[src/design/utf8_text_cursor_defines.svh]
// Assertion macros shared by the utf8_text_cursor design files.
// Depends on nothing; the including module must provide clk and rst_n.
`ifndef UTF8_TEXT_CURSOR_DEFINES_SVH
`define UTF8_TEXT_CURSOR_DEFINES_SVH

// Same-cycle implication, checked out of reset.
`define UTC_ASSERT_NOW(lbl, ante, cons, msg) \
  lbl: assert property (@(posedge clk) disable iff (!rst_n) (ante) |-> (cons)) else $error(msg);

// Next-cycle implication, checked out of reset.
`define UTC_ASSERT_NEXT(lbl, ante, cons, msg) \
  lbl: assert property (@(posedge clk) disable iff (!rst_n) (ante) |=> (cons)) else $error(msg);

`endif

[src/design/utc_pkg.sv]
// Shared types and constants of the UTF-8 text cursor block.
// Depends on nothing; used by the interfaces and every module.
package utc_pkg;

  localparam int unsigned CoordW = 16;
  localparam int unsigned CodeW  = 21;
  localparam int unsigned ByteW  = 8;
  localparam int unsigned GlyphW = 8;
  localparam int unsigned CfgIdxW  = 8;
  localparam int unsigned CfgDataW = 16;

  // Commands of the input channel.
  localparam logic CMD_BEGIN = 1'b0;
  localparam logic CMD_BYTE  = 1'b1;

  // Kinds of result.
  localparam logic KIND_GLYPH = 1'b0;
  localparam logic KIND_END   = 1'b1;

  // Configuration register indexes.
  localparam logic [CfgIdxW-1:0] CFG_DISP_WIDTH   = 8'd0;
  localparam logic [CfgIdxW-1:0] CFG_GLYPH_WIDTH  = 8'd1;
  localparam logic [CfgIdxW-1:0] CFG_GLYPH_HEIGHT = 8'd2;
  localparam logic [CfgIdxW-1:0] CFG_WRAP_ENABLE  = 8'd3;

  // Register values after reset.
  localparam logic [CoordW-1:0] DISP_WIDTH_RST   = 16'd640;
  localparam logic [GlyphW-1:0] GLYPH_WIDTH_RST  = 8'd8;
  localparam logic [GlyphW-1:0] GLYPH_HEIGHT_RST = 8'd16;
  localparam logic              WRAP_ENABLE_RST  = 1'b1;

  localparam logic [CodeW-1:0] SPACE_CP = 21'h000020;

  typedef struct packed {
    logic [CoordW-1:0] disp_width;
    logic [GlyphW-1:0] glyph_width;
    logic [GlyphW-1:0] glyph_height;
    logic              wrap_enable;
  } cfg_t;

  typedef struct packed {
    logic              command;
    logic [CoordW-1:0] start_x;
    logic [CoordW-1:0] start_y;
    logic [ByteW-1:0]  text_byte;
  } in_item_t;

  typedef struct packed {
    logic              kind;
    logic [CodeW-1:0]  code_point;
    logic [CoordW-1:0] pos_x;
    logic [CoordW-1:0] pos_y;
  } res_item_t;

  typedef struct packed {
    logic      valid;
    res_item_t item;
  } res_push_t;

endpackage

[src/design/utc_ifs.sv]
// Channel interfaces of the UTF-8 text cursor: input, result and configuration.
// Depends on utc_pkg for the field widths.
interface utc_in_if import utc_pkg::*; ();
  logic              valid;
  logic              ready;
  logic              command;
  logic [CoordW-1:0] start_x;
  logic [CoordW-1:0] start_y;
  logic [ByteW-1:0]  text_byte;

  modport source (output valid, command, start_x, start_y, text_byte, input ready);
  modport sink   (input valid, command, start_x, start_y, text_byte, output ready);
endinterface

interface utc_out_if import utc_pkg::*; ();
  logic              valid;
  logic              ready;
  logic              kind;
  logic [CodeW-1:0]  code_point;
  logic [CoordW-1:0] pos_x;
  logic [CoordW-1:0] pos_y;

  modport source (output valid, kind, code_point, pos_x, pos_y, input ready);
  modport sink   (input valid, kind, code_point, pos_x, pos_y, output ready);
endinterface

interface utc_cfg_if import utc_pkg::*; ();
  logic                valid;
  logic                ready;
  logic [CfgIdxW-1:0]  index;
  logic [CfgDataW-1:0] data;

  modport source (output valid, index, data, input ready);
  modport sink   (input valid, index, data, output ready);
endinterface

[src/design/utf8_text_cursor.sv]
// Top level of the UTF-8 text cursor: configuration registers, decoder and result buffer.
// Depends on utc_pkg, the channel interfaces, utc_core, utc_out_buf and the defines header.
//
// Use: send a begin request (command 0) carrying the string origin, then one request
// per text byte (command 1). Every completed UTF-8 sequence yields one result with the
// code point and the glyph's top-left position; a zero byte yields an end report with
// the cursor position. Begin requests, lead bytes and dropped bytes yield no result.
// Each result is registered into the output register, or into the skid register while
// that is held. Throughput: one request per cycle while the skid register is free, set
// by the single decode and cursor-update step between input handshake and output register.
// Stalls: results sit in a two-entry buffer (output register and skid register); the
// input keeps being taken while one result waits, and in_ch.ready drops only when both
// entries are full. Nothing is lost or repeated under back-pressure.
// Configuration: cfg_ch is always ready; writes take effect on the next request. The user's
// writes must be made while the block is idle (not enforced). Other indexes are ignored.
// Reset (rst_n low, synchronous): registers return to 640/8/16/wrap on, the cursor and
// origin go to 0,0, any partial sequence is cleared and the result buffer empties.
`include "utf8_text_cursor_defines.svh"

module utf8_text_cursor import utc_pkg::*; (
  input logic       clk,
  input logic       rst_n,
  utc_in_if.sink    in_ch,
  utc_out_if.source out_ch,
  utc_cfg_if.sink   cfg_ch
);

  cfg_t      cfg_r, cfg_nxt;
  in_item_t  req;
  res_push_t push;
  res_item_t out_item;
  logic      room;
  logic      fire;
  logic      end_out;
  logic      idle_begin;

  // Configuration writes never stall.
  assign cfg_ch.ready = 1'b1;

  always_comb begin
    cfg_nxt = cfg_r;
    if (cfg_ch.valid) begin
      case (cfg_ch.index)
        CFG_DISP_WIDTH:   cfg_nxt.disp_width   = cfg_ch.data;
        CFG_GLYPH_WIDTH:  cfg_nxt.glyph_width  = cfg_ch.data[GlyphW-1:0];
        CFG_GLYPH_HEIGHT: cfg_nxt.glyph_height = cfg_ch.data[GlyphW-1:0];
        CFG_WRAP_ENABLE:  cfg_nxt.wrap_enable  = cfg_ch.data[0];
        default:          cfg_nxt = cfg_r;
      endcase
    end
  end

  always_ff @(posedge clk) begin
    if (!rst_n) begin
      cfg_r.disp_width   <= DISP_WIDTH_RST;
      cfg_r.glyph_width  <= GLYPH_WIDTH_RST;
      cfg_r.glyph_height <= GLYPH_HEIGHT_RST;
      cfg_r.wrap_enable  <= WRAP_ENABLE_RST;
    end else begin
      cfg_r <= cfg_nxt;
    end
  end

  // A request is taken whenever the skid register is free.
  assign in_ch.ready = room;
  assign fire        = in_ch.valid && room;

  assign req.command   = in_ch.command;
  assign req.start_x   = in_ch.start_x;
  assign req.start_y   = in_ch.start_y;
  assign req.text_byte = in_ch.text_byte;

  utc_core u_core (
    .clk   (clk),
    .rst_n (rst_n),
    .fire  (fire),
    .req   (req),
    .cfg   (cfg_r),
    .push  (push)
  );

  utc_out_buf u_out_buf (
    .clk       (clk),
    .rst_n     (rst_n),
    .push      (push),
    .out_ready (out_ch.ready),
    .out_valid (out_ch.valid),
    .out_item  (out_item),
    .room      (room)
  );

  assign out_ch.kind       = out_item.kind;
  assign out_ch.code_point = out_item.code_point;
  assign out_ch.pos_x      = out_item.pos_x;
  assign out_ch.pos_y      = out_item.pos_y;

  // Terms shared by the checks below.
  assign end_out    = out_ch.valid && (out_item.kind == KIND_END);
  assign idle_begin = fire && (req.command == CMD_BEGIN) && !out_ch.valid;

  // The input only stalls when a result is already waiting at the output.
  `UTC_ASSERT_NOW(a_stall_needs_result, !in_ch.ready, out_ch.valid, "input stalled, no result")
  // An end report never carries a code point.
  `UTC_ASSERT_NOW(a_end_cp_zero, end_out, out_item.code_point == '0, "end report with code")
  // A begin request taken into an empty buffer produces no result.
  `UTC_ASSERT_NEXT(a_begin_silent, idle_begin, !out_ch.valid, "begin request gave a result")

endmodule

[src/design/utc_core.sv]
// Decoder and cursor state: one request per cycle, result handed to the output buffer.
// Depends on utc_pkg. Requests are taken only while fire is high.
module utc_core import utc_pkg::*; (
  input  logic      clk,
  input  logic      rst_n,
  input  logic      fire,
  input  in_item_t  req,
  input  cfg_t      cfg,
  output res_push_t push
);

  logic [CodeW-1:0]  partial_r, partial_nxt;
  logic [1:0]        pend_r, pend_nxt;
  logic [CoordW-1:0] cursor_x_r, cursor_x_nxt;
  logic [CoordW-1:0] cursor_y_r, cursor_y_nxt;
  logic [CoordW-1:0] origin_r, origin_nxt;

  logic [CodeW-1:0]  cont_code;
  logic              is_cont;
  logic [CoordW:0]   adv_sum;
  logic [CoordW-1:0] adv_x;
  logic [CoordW:0]   line_sum;
  logic [CoordW-1:0] line_y;
  logic              wrap_far;
  logic              place_en;
  logic [CodeW-1:0]  place_cp;
  logic              lead;
  logic [ByteW-1:0]  b;

  assign b         = req.text_byte;
  assign is_cont   = (b[7:6] == 2'b10);
  assign cont_code = {partial_r[CodeW-7:0], b[5:0]};

  // Advance with saturation, then the wrap test on the advanced column.
  assign adv_sum  = {1'b0, cursor_x_r} + {{(CoordW+1-GlyphW){1'b0}}, cfg.glyph_width}
                    + {{CoordW{1'b0}}, 1'b1};
  assign adv_x    = adv_sum[CoordW] ? {CoordW{1'b1}} : adv_sum[CoordW-1:0];
  assign wrap_far = cfg.wrap_enable &&
                    (({1'b0, adv_x} + {{(CoordW+1-GlyphW){1'b0}}, cfg.glyph_width})
                     > {1'b0, cfg.disp_width});
  assign line_sum = {1'b0, cursor_y_r} + {{(CoordW+1-GlyphW){1'b0}}, cfg.glyph_height};
  assign line_y   = line_sum[CoordW] ? {CoordW{1'b1}} : line_sum[CoordW-1:0];

  always_comb begin
    partial_nxt  = partial_r;
    pend_nxt     = pend_r;
    cursor_x_nxt = cursor_x_r;
    cursor_y_nxt = cursor_y_r;
    origin_nxt   = origin_r;
    place_en     = 1'b0;
    place_cp     = '0;
    lead         = 1'b1;
    push         = '0;
    push.item.pos_x = cursor_x_r;
    push.item.pos_y = cursor_y_r;

    if (req.command == CMD_BEGIN) begin
      cursor_x_nxt = req.start_x;
      origin_nxt   = req.start_x;
      cursor_y_nxt = req.start_y;
      partial_nxt  = '0;
      pend_nxt     = '0;
      lead         = 1'b0;
    end else if (pend_r != 2'd0) begin
      if (is_cont) begin
        lead        = 1'b0;
        partial_nxt = cont_code;
        pend_nxt    = pend_r - 2'd1;
        if (pend_r == 2'd1) begin
          place_en = 1'b1;
          place_cp = cont_code;
        end
      end else begin
        // Broken sequence: drop it and take this byte as a fresh lead.
        partial_nxt = '0;
        pend_nxt    = '0;
      end
    end

    if (lead) begin
      if (b == '0) begin
        push.valid     = 1'b1;
        push.item.kind = KIND_END;
      end else if (!b[7]) begin
        place_en = 1'b1;
        place_cp = {{(CodeW-ByteW){1'b0}}, b};
      end else if (b[7:5] == 3'b110) begin
        partial_nxt = {{(CodeW-5){1'b0}}, b[4:0]};
        pend_nxt    = 2'd1;
      end else if (b[7:4] == 4'b1110) begin
        partial_nxt = {{(CodeW-4){1'b0}}, b[3:0]};
        pend_nxt    = 2'd2;
      end else if (b[7:3] == 5'b11110) begin
        partial_nxt = {{(CodeW-3){1'b0}}, b[2:0]};
        pend_nxt    = 2'd3;
      end
    end

    if (place_en) begin
      push.valid           = 1'b1;
      push.item.kind       = KIND_GLYPH;
      push.item.code_point = place_cp;
      if (wrap_far && (place_cp == SPACE_CP)) begin
        cursor_x_nxt = origin_r;
        cursor_y_nxt = line_y;
      end else begin
        cursor_x_nxt = adv_x;
      end
    end

    push.valid = push.valid && fire;
  end

  always_ff @(posedge clk) begin
    if (!rst_n) begin
      partial_r  <= '0;
      pend_r     <= '0;
      cursor_x_r <= '0;
      cursor_y_r <= '0;
      origin_r   <= '0;
    end else if (fire) begin
      partial_r  <= partial_nxt;
      pend_r     <= pend_nxt;
      cursor_x_r <= cursor_x_nxt;
      cursor_y_r <= cursor_y_nxt;
      origin_r   <= origin_nxt;
    end
  end

endmodule

[src/design/utc_out_buf.sv]
// Two-entry result buffer: output register plus skid register.
// Depends on utc_pkg.
module utc_out_buf import utc_pkg::*; (
  input  logic      clk,
  input  logic      rst_n,
  input  res_push_t push,
  input  logic      out_ready,
  output logic      out_valid,
  output res_item_t out_item,
  output logic      room
);

  logic      main_vld_r, main_vld_nxt;
  logic      skid_vld_r, skid_vld_nxt;
  res_item_t main_r, main_nxt;
  res_item_t skid_r, skid_nxt;
  logic      pop;

  assign pop       = main_vld_r && out_ready;
  assign out_valid = main_vld_r;
  assign out_item  = main_r;
  assign room      = !skid_vld_r;

  always_comb begin
    main_vld_nxt = main_vld_r;
    skid_vld_nxt = skid_vld_r;
    main_nxt     = main_r;
    skid_nxt     = skid_r;
    if (pop) begin
      if (skid_vld_r) begin
        main_nxt     = skid_r;
        skid_vld_nxt = 1'b0;
      end else if (push.valid) begin
        main_nxt = push.item;
      end else begin
        main_vld_nxt = 1'b0;
      end
    end else if (push.valid) begin
      if (!main_vld_r) begin
        main_nxt     = push.item;
        main_vld_nxt = 1'b1;
      end else begin
        skid_nxt     = push.item;
        skid_vld_nxt = 1'b1;
      end
    end
  end

  always_ff @(posedge clk) begin
    if (!rst_n) begin
      main_vld_r <= 1'b0;
      skid_vld_r <= 1'b0;
    end else begin
      main_vld_r <= main_vld_nxt;
      skid_vld_r <= skid_vld_nxt;
    end
  end

  always_ff @(posedge clk) begin
    main_r <= main_nxt;
    skid_r <= skid_nxt;
  end

endmodule
[src/flat_wrapper.sv]
// flat-port wrapper written by rule: the top's interface ports become plain ports
module utf8_text_cursor_flat import utc_pkg::*;
  (clk, rst_n, in_ch_valid, in_ch_command, in_ch_start_x, in_ch_start_y, in_ch_text_byte, in_ch_ready, out_ch_valid, out_ch_kind, out_ch_code_point, out_ch_pos_x, out_ch_pos_y, out_ch_ready, cfg_ch_valid, cfg_ch_index, cfg_ch_data, cfg_ch_ready);
  utc_in_if in_ch_i ();
  utc_out_if out_ch_i ();
  utc_cfg_if cfg_ch_i ();
  input logic clk;
  input logic rst_n;
  input wire logic [$bits(in_ch_i.valid)-1:0] in_ch_valid;
  input wire logic [$bits(in_ch_i.command)-1:0] in_ch_command;
  input wire logic [$bits(in_ch_i.start_x)-1:0] in_ch_start_x;
  input wire logic [$bits(in_ch_i.start_y)-1:0] in_ch_start_y;
  input wire logic [$bits(in_ch_i.text_byte)-1:0] in_ch_text_byte;
  output wire logic [$bits(in_ch_i.ready)-1:0] in_ch_ready;
  output wire logic [$bits(out_ch_i.valid)-1:0] out_ch_valid;
  output wire logic [$bits(out_ch_i.kind)-1:0] out_ch_kind;
  output wire logic [$bits(out_ch_i.code_point)-1:0] out_ch_code_point;
  output wire logic [$bits(out_ch_i.pos_x)-1:0] out_ch_pos_x;
  output wire logic [$bits(out_ch_i.pos_y)-1:0] out_ch_pos_y;
  input wire logic [$bits(out_ch_i.ready)-1:0] out_ch_ready;
  input wire logic [$bits(cfg_ch_i.valid)-1:0] cfg_ch_valid;
  input wire logic [$bits(cfg_ch_i.index)-1:0] cfg_ch_index;
  input wire logic [$bits(cfg_ch_i.data)-1:0] cfg_ch_data;
  output wire logic [$bits(cfg_ch_i.ready)-1:0] cfg_ch_ready;
  assign in_ch_i.valid = in_ch_valid;
  assign in_ch_i.command = in_ch_command;
  assign in_ch_i.start_x = in_ch_start_x;
  assign in_ch_i.start_y = in_ch_start_y;
  assign in_ch_i.text_byte = in_ch_text_byte;
  assign in_ch_ready = in_ch_i.ready;
  assign out_ch_valid = out_ch_i.valid;
  assign out_ch_kind = out_ch_i.kind;
  assign out_ch_code_point = out_ch_i.code_point;
  assign out_ch_pos_x = out_ch_i.pos_x;
  assign out_ch_pos_y = out_ch_i.pos_y;
  assign out_ch_i.ready = out_ch_ready;
  assign cfg_ch_i.valid = cfg_ch_valid;
  assign cfg_ch_i.index = cfg_ch_index;
  assign cfg_ch_i.data = cfg_ch_data;
  assign cfg_ch_ready = cfg_ch_i.ready;
  utf8_text_cursor u_core (.clk(clk), .rst_n(rst_n), .in_ch(in_ch_i), .out_ch(out_ch_i), .cfg_ch(cfg_ch_i));
endmodule
[config.mk]
export PLATFORM = sky130hd
export DESIGN_NAME = utf8_text_cursor_flat
export DESIGN_NICKNAME = d
export VERILOG_FILES = /design/src/design/utc_pkg.sv /design/src/design/utc_ifs.sv /design/src/design/utf8_text_cursor.sv /design/src/design/utc_core.sv /design/src/design/utc_out_buf.sv /design/src/flat_wrapper.sv
export VERILOG_INCLUDE_DIRS = /design/src /design/src/design
export SDC_FILE = /design/constraint.sdc
export NUM_CORES = 1
export LEC_CHECK = 0
export ABC_AREA = 1
export BUFFER_PORTS_ARGS = -buffer_cell sky130_fd_sc_hd__buf_2
export CAP_MARGIN = 5
export CORE_MARGIN = 1
export CORE_UTILIZATION = 50
export CTS_BUF_LIST = sky130_fd_sc_hd__clkbuf_16
export CTS_CLUSTER_SIZE = 25
export DETAILED_ROUTE_END_ITERATION = 12
export PLACE_DENSITY_LB_ADDON = 0.05
export SLEW_MARGIN = 15
export SYNTH_ARGS = -nofsm -noshare
export SYNTH_HDL_FRONTEND = slang
export SYNTH_SLANG_ARGS = --single-unit
export TNS_END_PERCENT = 1
[constraint.sdc]
create_clock -name clk -period 9 [get_ports clk]
set_clock_uncertainty 0.2 [all_clocks]
set_input_delay 0 -clock clk [delete_from_list [all_inputs] [get_ports clk]]
set_output_delay 0 -clock clk [all_outputs]
set_load 0.02 [all_outputs]
== Word-level counts from Yosys, hierarchy flattened ==
Cells that the tools add are included.
Widths: inputs -> output; s select.

* Bits in registers: 214
* Output and inout bits: 57
* Logic and storage cells: 118

* $add $sub $neg: 5
* $lt $le $gt $ge: 1
* Equal/unequal tests: 13
* Mux-type cells: 55
* Bitwise gates (word level): 3
* Reduce and logical (&&, ||, !) cells: 22

{| class="wikitable"
|+ Operator list
! cell !! count
|-
| $mux 21 || 16
|-
| $mux 54 || 5
|-
| $mux 16 || 8
|-
| $add 16x8->17 || 3
|-
| $mux 23 || 1
|-
| $mux 2 || 11
|-
| $eq 21x6->1 const B || 1
|-
| $add 17x1->17 const B || 1
|-
| $gt 17x16->1 || 1
|-
| $eq 8x2->1 const B || 2
|-
| $logic_not 8->1 || 2
|-
| $mux 1 || 14
|-
| $reduce_and 2->1 || 7
|-
| $reduce_and 3->1 || 3
|-
| $eq 8x1->1 const B || 1
|-
| $reduce_bool 2->1 || 3
|-
| $eq 5x5->1 const B || 1
|-
| $logic_and 1x1->1 || 5
|-
| $eq 4x4->1 const B || 1
|-
| $ne 2x1->1 const B || 2
|-
| $ne 2x2->1 const B || 2
|-
| $eq 3x3->1 const B || 1
|-
| $not 1->1 || 3
|-
| $eq 2x1->1 const B || 1
|-
| other kinds (4) || 4
|}

== Depth between registers and ports, before layout ==
Gate-level depths: netlist (run 1).

* Depth after elaboration: 13
* Depth in mapped cells: 39
* Mapped depth without buffers: 38

== Modules after synthesis ==
Synthesis (run 1) repeated with hierarchy kept, for this count alone.

* Cell total of the unflattened synthesis: 1467
* Area total of the unflattened synthesis: 11513.5 µm²

{| class="wikitable"
|+ Modules (own cells, without submodules)
! module !! instances !! cells an instance !! area each (µm²) !! sequential area each (µm²)
|-
| utc_core || 1 || 954 || 5914.4 || 1301.2
|-
| utc_out_buf || 1 || 301 || 4121.5 || 3283.1
|-
| utf8_text_cursor || 1 || 212 || 1477.7 || 660.6
|}

== Worst setup path before layout (run 1) ==
No wires, ideal clock.

* Kind: register -> register
* Start point: register u_core.u_core.pend_r[0]
* End point: register u_core.u_out_buf.main_r (netlist bit u_core.u_out_buf.out_item[0]), enable pin
* Arrival time: 5.730 ns
* Data required time: 8.254 ns
* Slack: 2.523 ns
* Cell stages (with the launch flop): 14
* Buffers on the path: 2
* Period minus slack after synthesis: 6.477 ns
* Path through: dfxtp_1 > inv_1 > ha_1 > buf_2 > inv_1 > nand2_4 > nand2_2 > nor2_1 > nand2_2 > nand2_2 > buf_2 > o21ai_0 > ha_1 > a211oi_1

* Cells in the longest elaborated chain, start to end: 12

{| class="wikitable"
|+ RTL lines
! item !! line !! RTL
|-
| start: declaration || utc_core.sv:13 || <nowiki>logic [1:0] pend_r, pend_nxt;</nowiki>
|-
| start signal: assignment || utc_core.sv:123 || <nowiki>pend_r <= pend_nxt;</nowiki>
|-
| $eq 2x1->1 || utc_core.sv:69 || <nowiki>if (pend_r == 2'd1) begin</nowiki>
|-
| $mux 1 || utc_core.sv:69 ||
|-
| $mux 1 || utc_core.sv:65 || <nowiki>if (is_cont) begin</nowiki>
|-
| $mux 1 || utc_core.sv:64 || <nowiki>end else if (pend_r != 2'd0) begin</nowiki>
|-
| $mux 1 || utc_core.sv:57 || <nowiki>if (req.command == CMD_BEGIN) begin</nowiki>
|-
| $mux 1 || utc_core.sv:84 || <nowiki>end else if (!b[7]) begin</nowiki>
|-
| $mux 1 || utc_core.sv:81 || <nowiki>if (b == '0) begin</nowiki>
|-
| $mux 1 || utc_core.sv:80 || <nowiki>if (lead) begin</nowiki>
|-
| $mux 23 (*) || utc_core.sv:99 || <nowiki>if (place_en) begin</nowiki>
|-
| $logic_and 1x1->1 (*) || utc_core.sv:111 || <nowiki>push.valid = push.valid && fire;</nowiki>
|-
| $reduce_bool 2->1 (no line) || n/a ||
|-
| $reduce_and 3->1 (no line) (*) || n/a ||
|-
| end signal: assignment || utc_out_buf.sv:60 || <nowiki>main_r <= main_nxt;</nowiki>
|-
| end: declaration || utc_out_buf.sv:15 || <nowiki>res_item_t main_r, main_nxt;</nowiki>
|}

Every way passes the cells marked *; elsewhere a longest branch is shown, timed or not.
A chain may end at the register's enable or synchronous reset.

== Worst setup path after layout (run 1) ==
* Start point: register u_core.cfg_r[9] (netlist name)
* End point: register u_core.u_core.cursor_y_r[15]

* Cells in the longest elaborated chain, start to end: 9

{| class="wikitable"
|+ RTL lines
! item !! line !! RTL
|-
| start: declaration || utf8_text_cursor.sv:28 || <nowiki>cfg_t cfg_r, cfg_nxt;</nowiki>
|-
| start signal: assignment || utf8_text_cursor.sv:60 || <nowiki>cfg_r <= cfg_nxt;</nowiki>
|-
| $add 16x8->17 || utc_core.sv:35 || <nowiki>assign adv_sum = {1'b0, cursor_x_r} + {{(CoordW+1-GlyphW){1'b0}}, cfg.glyph_width}</nowiki>
|-
| $add 17x1->17 || utc_core.sv:36 || <nowiki>+ {{CoordW{1'b0}}, 1'b1};</nowiki>
|-
| $mux 16 || utc_core.sv:37 || <nowiki>assign adv_x = adv_sum[CoordW] ? {CoordW{1'b1}} : adv_sum[CoordW-1:0];</nowiki>
|-
| $add 16x8->17 (*) || utc_core.sv:39 || <nowiki>(({1'b0, adv_x} + {{(CoordW+1-GlyphW){1'b0}}, cfg.glyph_width})</nowiki>
|-
| $gt 17x16->1 (*) || utc_core.sv:40 || <nowiki>> {1'b0, cfg.disp_width});</nowiki>
|-
| $logic_and 1x1->1 (*) || utc_core.sv:38 || <nowiki>assign wrap_far = cfg.wrap_enable &&</nowiki>
|-
| $logic_and 1x1->1 (*) || utc_core.sv:103 || <nowiki>if (wrap_far && (place_cp == SPACE_CP)) begin</nowiki>
|-
| $mux 16 (*) || utc_core.sv:103 ||
|-
| $mux 16 (*) || utc_core.sv:99 ||
|-
| end signal: assignment || utc_core.sv:125 || <nowiki>cursor_y_r <= cursor_y_nxt;</nowiki>
|-
| end: declaration || utc_core.sv:15 || <nowiki>logic [CoordW-1:0] cursor_y_r, cursor_y_nxt;</nowiki>
|}

Marked as above.

==> impl_metrics.csv, run 1 <==
group,metric,value,unit
placement,portBuffers,125,
worst_setup_path,r2r_end,"u_core.u_core.cursor_y_r[15]",
min_path,min_path_cells,6,
clock_network,hold_buffers,111,
layout,drive_above_1_share,0.130,
routing,drtIter0Drc,641,
clock_network,clk_path_buf_depth,3,
die,start_util,0.517,
clock_network,cts_setup_buffers,0,
die,core_region_area,21400,um2
pwr,pwr-share-seq,0.470,
routing,ant_nets,0,
timing,drv_slew,0,
layout,syn_to_final_growth,23.7,%
placement,hpwl,19.4,mm
clock_network,numCtsBuffers,23,
worst_setup_path,cp_max_fo,33,
timing,finalHoldViolCount,0,
pwr,power_density,163,nW/um2
pwr,power.share.clock,0.394,
pwr,leakagePower,5.84,nW
clock_network,cts_htree_levels,1,
clock_network,clock-sinks,208,
routing,vias_per_cell,5.29,
global_route,grt_pass1_vias,9454,
worst_setup_path,crit_top_cell,"nand2_1",
run_status,run_status,"finished, final reports clean",
worst_setup_path,path_class,"reg -> reg",
global_route,antenna_found_initial,0,
min_path,holdPathEnd,"u_core.cfg_r[3]",
logic_synthesis,yosysWarnings,0,
logic_synthesis,synth-edff-count,108,
clock_network,clk_latency,520,ps
pwr,p_comb_frac,0.136,
logic_synthesis,synth_top_area_frac,0.294,
timing,period_needed,6280,ps
layout,antenna_cells,0,
routing,drt-total-wl,28.9,mm
routing,num_vias,9953,
logic_synthesis,ys_async_sr_fraction,0,
worst_setup_path,rr_worst_depth,39,
flow_run,maxCapViolCount,0,
global_route,grt_pass1_wl,47.0,mm
clock_network,path_clk_slew,60,ps
placement,globalplace.congestion,0.877,
timing,hold-worst-slack,10.1,ps
global_route,grt_overflow,0,
die,die_w,151,um
die,die-area,22700,um2
min_path,min-delay-start,"cfg_ch_index[6]",
pwr,p_int,1.64,mW
logic_synthesis,synth.distinct_cells,50,
layout,final_util,0.640,
timing,setup_viol,0,
logic_synthesis,avgSynthCellArea,8.04,um2
placement,post-place-ws,3330,ps
logic_synthesis,synth-main-ff-cell,"edfxtp_1",
timing,tns,0,ps
min_path,hold_class,"in -> reg",
worst_setup_path,worst_path_largest_cell_delay,600,ps
routing,dr.pass1.iters,6,
worst_setup_path,endpoint_kind,"register",
timing,layout_worst_path_cycle_share,0.697,
worst_setup_path,start_kind,"register",
logic_synthesis,synth_area_leaders,"edfxtp_1, dfxtp_1, nand2_1",
global_route,grt_max_degree,84,
logic_synthesis,yosysSeqAreaShare,0.475,
worst_setup_path,ff2ff_setup_slack,2720,ps
logic_synthesis,synthesis.nets,1491,
worst_setup_path,timing.rr.start,"u_core.cfg_r[9]",
global_route,gr-usage-all-layers,0.262,
pwr,swShare,0.264,
timing,tightest_slew,831,ps
logic_synthesis,synth_top_area_cell,"edfxtp_1",
layout,fin_nets,1705,
logic_synthesis,syn_area,11000,um2
logic_synthesis,synth_seq_cells,208,
pwr,p_sw,0.589,mW
worst_setup_path,timing.critical_path.arrival,6460,ps
clock_network,postCtsResizedCells,0,
timing,rsz0062_at_grt,"false",
routing,detail_route.wl_per_cell,15.4,um
timing,fmax,159,MHz
timing,setup_slack,2720,ps
worst_setup_path,cp_data_required_time,9190,ps
die,placementRows,53,
clock_network,clockRootBuffer,"clkbuf_16",
routing,drc,0,
die,pin_count,127,
timing,relSlewSlack,0.443,
worst_setup_path,worst_path_max_delay_cell,"dlygate4sd3_1",
pwr,ir_worst_vdd,0.000117,V
logic_synthesis,synthCells,1374,
die,die_h,151,um
clock_network,cts_tree,"done",
==> Yosys cell counts (4+ instances only) <==
cell and count:
o21ai_0 147, nor2_4 5, edfxtp_1 108, a21oi_1 105, o211ai_1 4, dfxtp_1 100
ha_1 44, xor2_1 20, nor2_1 103, or2_2 6, inv_1 157, nor3_1 15
inv_2 4, buf_2 8, nand2_4 4, nand2_1 322, xnor2_1 5, nand3_1 98
clkbuf_1 39, clkinv_1 4, o22ai_1 4, nand2_2 8, a211oi_1 15, nand4_1 7
==> critical path, delay by kind of cell, from the launching register on <==
family,cells,cell delay [ps]
and+or+nand+nor,26,2780
adders and majority gates,4,1160
buffers and inverters,4,850
AOI/OAI and AO/OA,4,620
DFF,1,300
xor gates and xnor gates,1,210
==> routing by layer <==
metal / share of wire / global-route usage
met5: 0 / 0
met4: 0.031 / 0.0910
met2: 0.48 / 0.447
met3: 0.048 / 0.0288
met1: 0.44 / 0.344
==> through the flow <==
step	cells	total power, mW	instance area, um2
after CTS	1880	2.24	13700
after detailed placement	1727	1.33	11800
after global placement	1727	1.32	11800
after global routing	1880	2.32	13700
after floorplan	1374	1.25	11000
final	1880	2.23	13700
==> area by class of cell <==
type,count,area [um2]
Clock buffer,23,576
Clock inverter,19,126
Fill cell,1886,7690
Inverter,165,619
Multi-Input combinational cell,948,4970
Sequential cell,208,5250
Tap cell,275,344
Timing Repair Buffer,242,1780
==> worst max-delay path by stage <==
stage                                       start                            to  slack (ps)  cells after the start
after floorplan           u_core.u_core.pend_r[0]  u_core.u_out_buf.out_item[0]        2520                     13
after global placement            u_core.cfg_r[9]   u_core.u_core.cursor_x_r[7]        3400                     38
after detailed placement          u_core.cfg_r[9]   u_core.u_core.cursor_x_r[7]        3330                     38
after CTS                         u_core.cfg_r[9]  u_core.u_core.cursor_y_r[15]        2780                     39
after global routing              u_core.cfg_r[9]   u_core.u_core.cursor_y_r[3]        2140                     39
final                             u_core.cfg_r[9]  u_core.u_core.cursor_y_r[15]        2720                     39
==> state kept, by name (all words and copies together), names as in the netlist <==
register                     flops
u_core.u_out_buf.out_item       54
u_core.u_out_buf.skid_r         54
u_core.cfg_r                    33
u_core.u_core.cursor_x_r        16
u_core.u_core.cursor_y_r        16
u_core.u_core.origin_r          16
u_core.u_core.partial_r         15
u_core.u_core.pend_r             2
u_core.u_out_buf.out_valid       1
u_core.u_out_buf.skid_vld_r      1
==> power groups by stage <==
stage	clock network [mW]	registers, mW	logic (mW)
after floorplan	0	1.06	0.183
after global placement	0	1.07	0.259
after detailed placement	0	1.07	0.262
after CTS	0.893	1.05	0.300
after global routing	0.932	1.05	0.341
final	0.878	1.05	0.302
==> kinds of logic after synthesis <==
family | after synthesis | synth area share
XOR/XNOR | 25 | 0.0198
flip-flops | 208 | 0.475
AO/OA/AOI/OAI | 291 | 0.142
other | 1 | 0.000340
AND/OR/NAND/NOR | 584 | 0.230
adder cells (fa/ha/maj) | 47 | 0.0553
buffers and inverters | 218 | 0.0774
==> placed cells by master (no fill, tap or decap), types with 7 or more instances in the layout <==
master / n
a211oi_1: 14
a21oi_1: 105
buf_2: 125
clkbuf_16: 23
clkinv_1: 8
dfxtp_1: 100
dlygate4sd3_1: 111
edfxtp_1: 108
ha_1: 44
inv_1: 161
nand2_1: 322
nand2_2: 8
nand3_1: 98
nand4_1: 7
nor2_1: 102
nor3_1: 14
o21ai_0: 147
xor2_1: 20
Power figures use the tool's default switching activity.
==> inputs of run 2 (changes only) <==
- ABC_AREA: 1 -> 0
- clock period: 9 -> 6.1 ns (I/O delays scaled with it)
==> impl_metrics.csv, run 2 <==
group,metric,value,unit
clock_network,numCtsBuffers,23,
clock_network,clk_latency,530,ps
worst_setup_path,crit_cells,26,
logic_synthesis,yosysSeqAreaShare,0.500,
worst_setup_path,ff2ff_setup_slack,410,ps
placement,hpwl,17.6,mm
global_route,antenna_found_initial,0,
routing,dr.pass1.iters,6,
clock_network,cts_tree,"done",
clock_network,clock-sinks,208,
worst_setup_path,timing.critical_path.arrival,5910,ps
logic_synthesis,yosysWarnings,0,
clock_network,clk_path_buf_depth,3,
layout,nFillCells,1727,
worst_setup_path,crit_top_cell,"ha_1",
die,placementRows,52,
worst_setup_path,path_class,"reg -> reg",
worst_setup_path,cp_data_required_time,6320,ps
flow_run,maxCapViolCount,0,
logic_synthesis,synthesis.nets,1194,
pwr,power_density,249,nW/um2
run_status,run_status,"finished, final reports clean",
logic_synthesis,synth_area_leaders,"edfxtp_1, dfxtp_1, nand2_1",
global_route,grt_max_degree,60,
routing,drc,0,
worst_setup_path,worst-path-buf-inv,4,
logic_synthesis,synth_most_common_cell,"nand2_1",
logic_synthesis,synth_top_area_cell,"edfxtp_1",
logic_synthesis,ys_async_sr_fraction,0,
global_route,grt_overflow,0,
global_route,grt_pass1_vias,8077,
routing,ant_nets,0,
logic_synthesis,synth-edff-count,108,
timing,tns,0,ps
die,pin_count,127,
die,start_util,0.515,
layout,syn_to_final_growth,25.5,%
global_route,grt_pass1_wl,42.3,mm
timing,relSlewSlack,0.298,
pwr,leakagePower,5.47,nW
timing,period_needed,5690,ps
die,core_region_area,20400,um2
logic_synthesis,syn_area,10500,um2
die,die-area,21500,um2
clock_network,path_clk_slew,60,ps
layout,antenna_cells,0,
layout,finalNonFillerCells,1571,
layout,final_common_cell,"nand2_1",
worst_setup_path,critPathLaunch,"u_core.cfg_r[9]",
routing,num_vias,8617,
worst_setup_path,endpoint_kind,"register",
worst_setup_path,timing.rr.start,"u_core.cfg_r[9]",
timing,rsz0062_at_grt,"false",
timing,drv_slew,0,
routing,vias_per_cell,5.49,
layout,final_cell_mix,"nand2_1, buf_2, edfxtp_1",
placement,globalplace.congestion,0.925,
die,die_h,147,um
worst_setup_path,rr_worst_depth,26,
worst_setup_path,cp_max_fo,15,
clock_network,cts_htree_levels,1,
die,die_w,147,um
logic_synthesis,synth.distinct_cells,78,
worst_setup_path,r2r_end,"u_core.u_core.cursor_y_r[13]",
worst_setup_path,path_delay_family,"compound AO/OA/AOI/OAI gates",
layout,multi_input_area,4960,um2
layout,final-seq-area,5250,um2
min_path,hold_class,"in -> reg",
logic_synthesis,synth_seq_cells,208,
routing,detail_route.wl_per_cell,16.9,um
logic_synthesis,synthCells,1077,
logic_synthesis,synth_top_area_frac,0.309,
placement,dp.cells,1437,
routing,drt-total-wl,26.6,mm
layout,drive_above_1_share,0.185,
layout,fin_nets,1401,
routing,drtIter0Drc,536,
placement,portBuffers,125,
logic_synthesis,netlist_top_cells_count,"nand2_1, edfxtp_1, dfxtp_1",
clock_network,clockRootBuffer,"clkbuf_16",
logic_synthesis,avgSynthCellArea,9.73,um2
worst_setup_path,worst_path_largest_cell_delay,370,ps
worst_setup_path,crit_end,"u_core.u_core.cursor_y_r[13]",
worst_setup_path,worst_path_max_delay_cell,"fa_2",
pwr,ir_worst_vdd,0.000188,V
timing,fmax,176,MHz
timing,setup_viol,0,
timing,tightest_slew,1050,ps
timing,finalHoldViolCount,0,
global_route,gr-usage-all-layers,0.245,
timing,layout_worst_path_cycle_share,0.932,
logic_synthesis,synth-main-ff-cell,"edfxtp_1",
worst_setup_path,start_kind,"register",
## run 2: worst reg2reg max path, delay by kind of cell, from the launching register on
family / cells / cell delay [ps]
AO/OA/AOI/OAI: 9 / 2010
buffers and inverters: 4 / 570
flip-flops: 1 / 330
AND/OR/NAND/NOR: 8 / 1200
XOR/XNOR: 1 / 140
adder cells (fa/ha/maj): 4 / 1150
## run 2: routing by layer
layer	vias up	track usage	wire length, um	part of all wire
li1	4277	-	-	-
met3	43	0.0298	1360	0.051
met1	4052	0.342	12300	0.46
met4	0	0.0719	573	0.022
met2	245	0.400	12300	0.46
met5	-	0	0	0
## run 2: cells by family (layout without fill, tap and decap cells)
| family | after synthesis | in the layout | share of synthesized area |
|---|---|---|---|
| buf+inv | 90 | 313 | 0.0343 |
| fa+ha+maj | 47 | 47 | 0.0582 |
| xor+xnor | 26 | 26 | 0.0217 |
| flops | 208 | 208 | 0.500 |
| mux | 69 | 69 | 0.0685 |
| other cells | 1 | 1 | 0.000358 |
| simple gates | 400 | 400 | 0.170 |
| compound gates | 236 | 237 | 0.146 |
## run 2: power breakdown
part	leakage [nW]	total [mW]	internal, mW	switching [mW]
clock	0.387	1.46	0.868	0.590
combinational	3.24	0.291	0.129	0.161
sequential	1.85	1.52	1.49	0.0298
## run 2: per-stage QoR
step	hold slack (ps)	setup WS, ps	total power, mW	util	area, um2
2_1_floorplan	-74.9	355	1.71	-	10500
3_3_place_gp	34.5	354	1.80	0.560	11400
3_5_place_dp	34.8	143	1.80	0.560	11400
4_1_cts	8.71	111	3.29	0.641	13100
5_1_grt	67.6	12.9	3.39	0.646	13200
6_report	25.7	415	3.27	0.646	13200
## run 2: how the worst min path moves through the flow
stage	end	from	depth (start not counted)	slack, ps
floorplan	u_core.cfg_r[0]	cfg_ch_data[0]	2	-70
global placement	u_core.cfg_r[31]	cfg_ch_data[14]	3	30
detailed placement	u_core.cfg_r[26]	cfg_ch_data[9]	3	30
CTS	u_core.cfg_r[24]	cfg_ch_index[3]	5	9
global route	u_core.cfg_r[24]	cfg_ch_index[3]	5	70
finish	u_core.cfg_r[24]	cfg_ch_index[3]	5	30
## run 2: final cells by class
type	count	area share
flip-flops and latches	208	0.399
multi-input cells	780	0.377
repair buffers	232	0.127
clock buffers	23	0.0437
well taps	270	0.0257
clock inverters	19	0.0167
inverters	39	0.0111
## run 2: what timing repair did
item,4_1_cts,5_1_grt
setup endpoints to repair,0,32
hold buffers,86,0
setup buffers,0,4
hold endpoints to repair,115,0
resized for setup,0,13
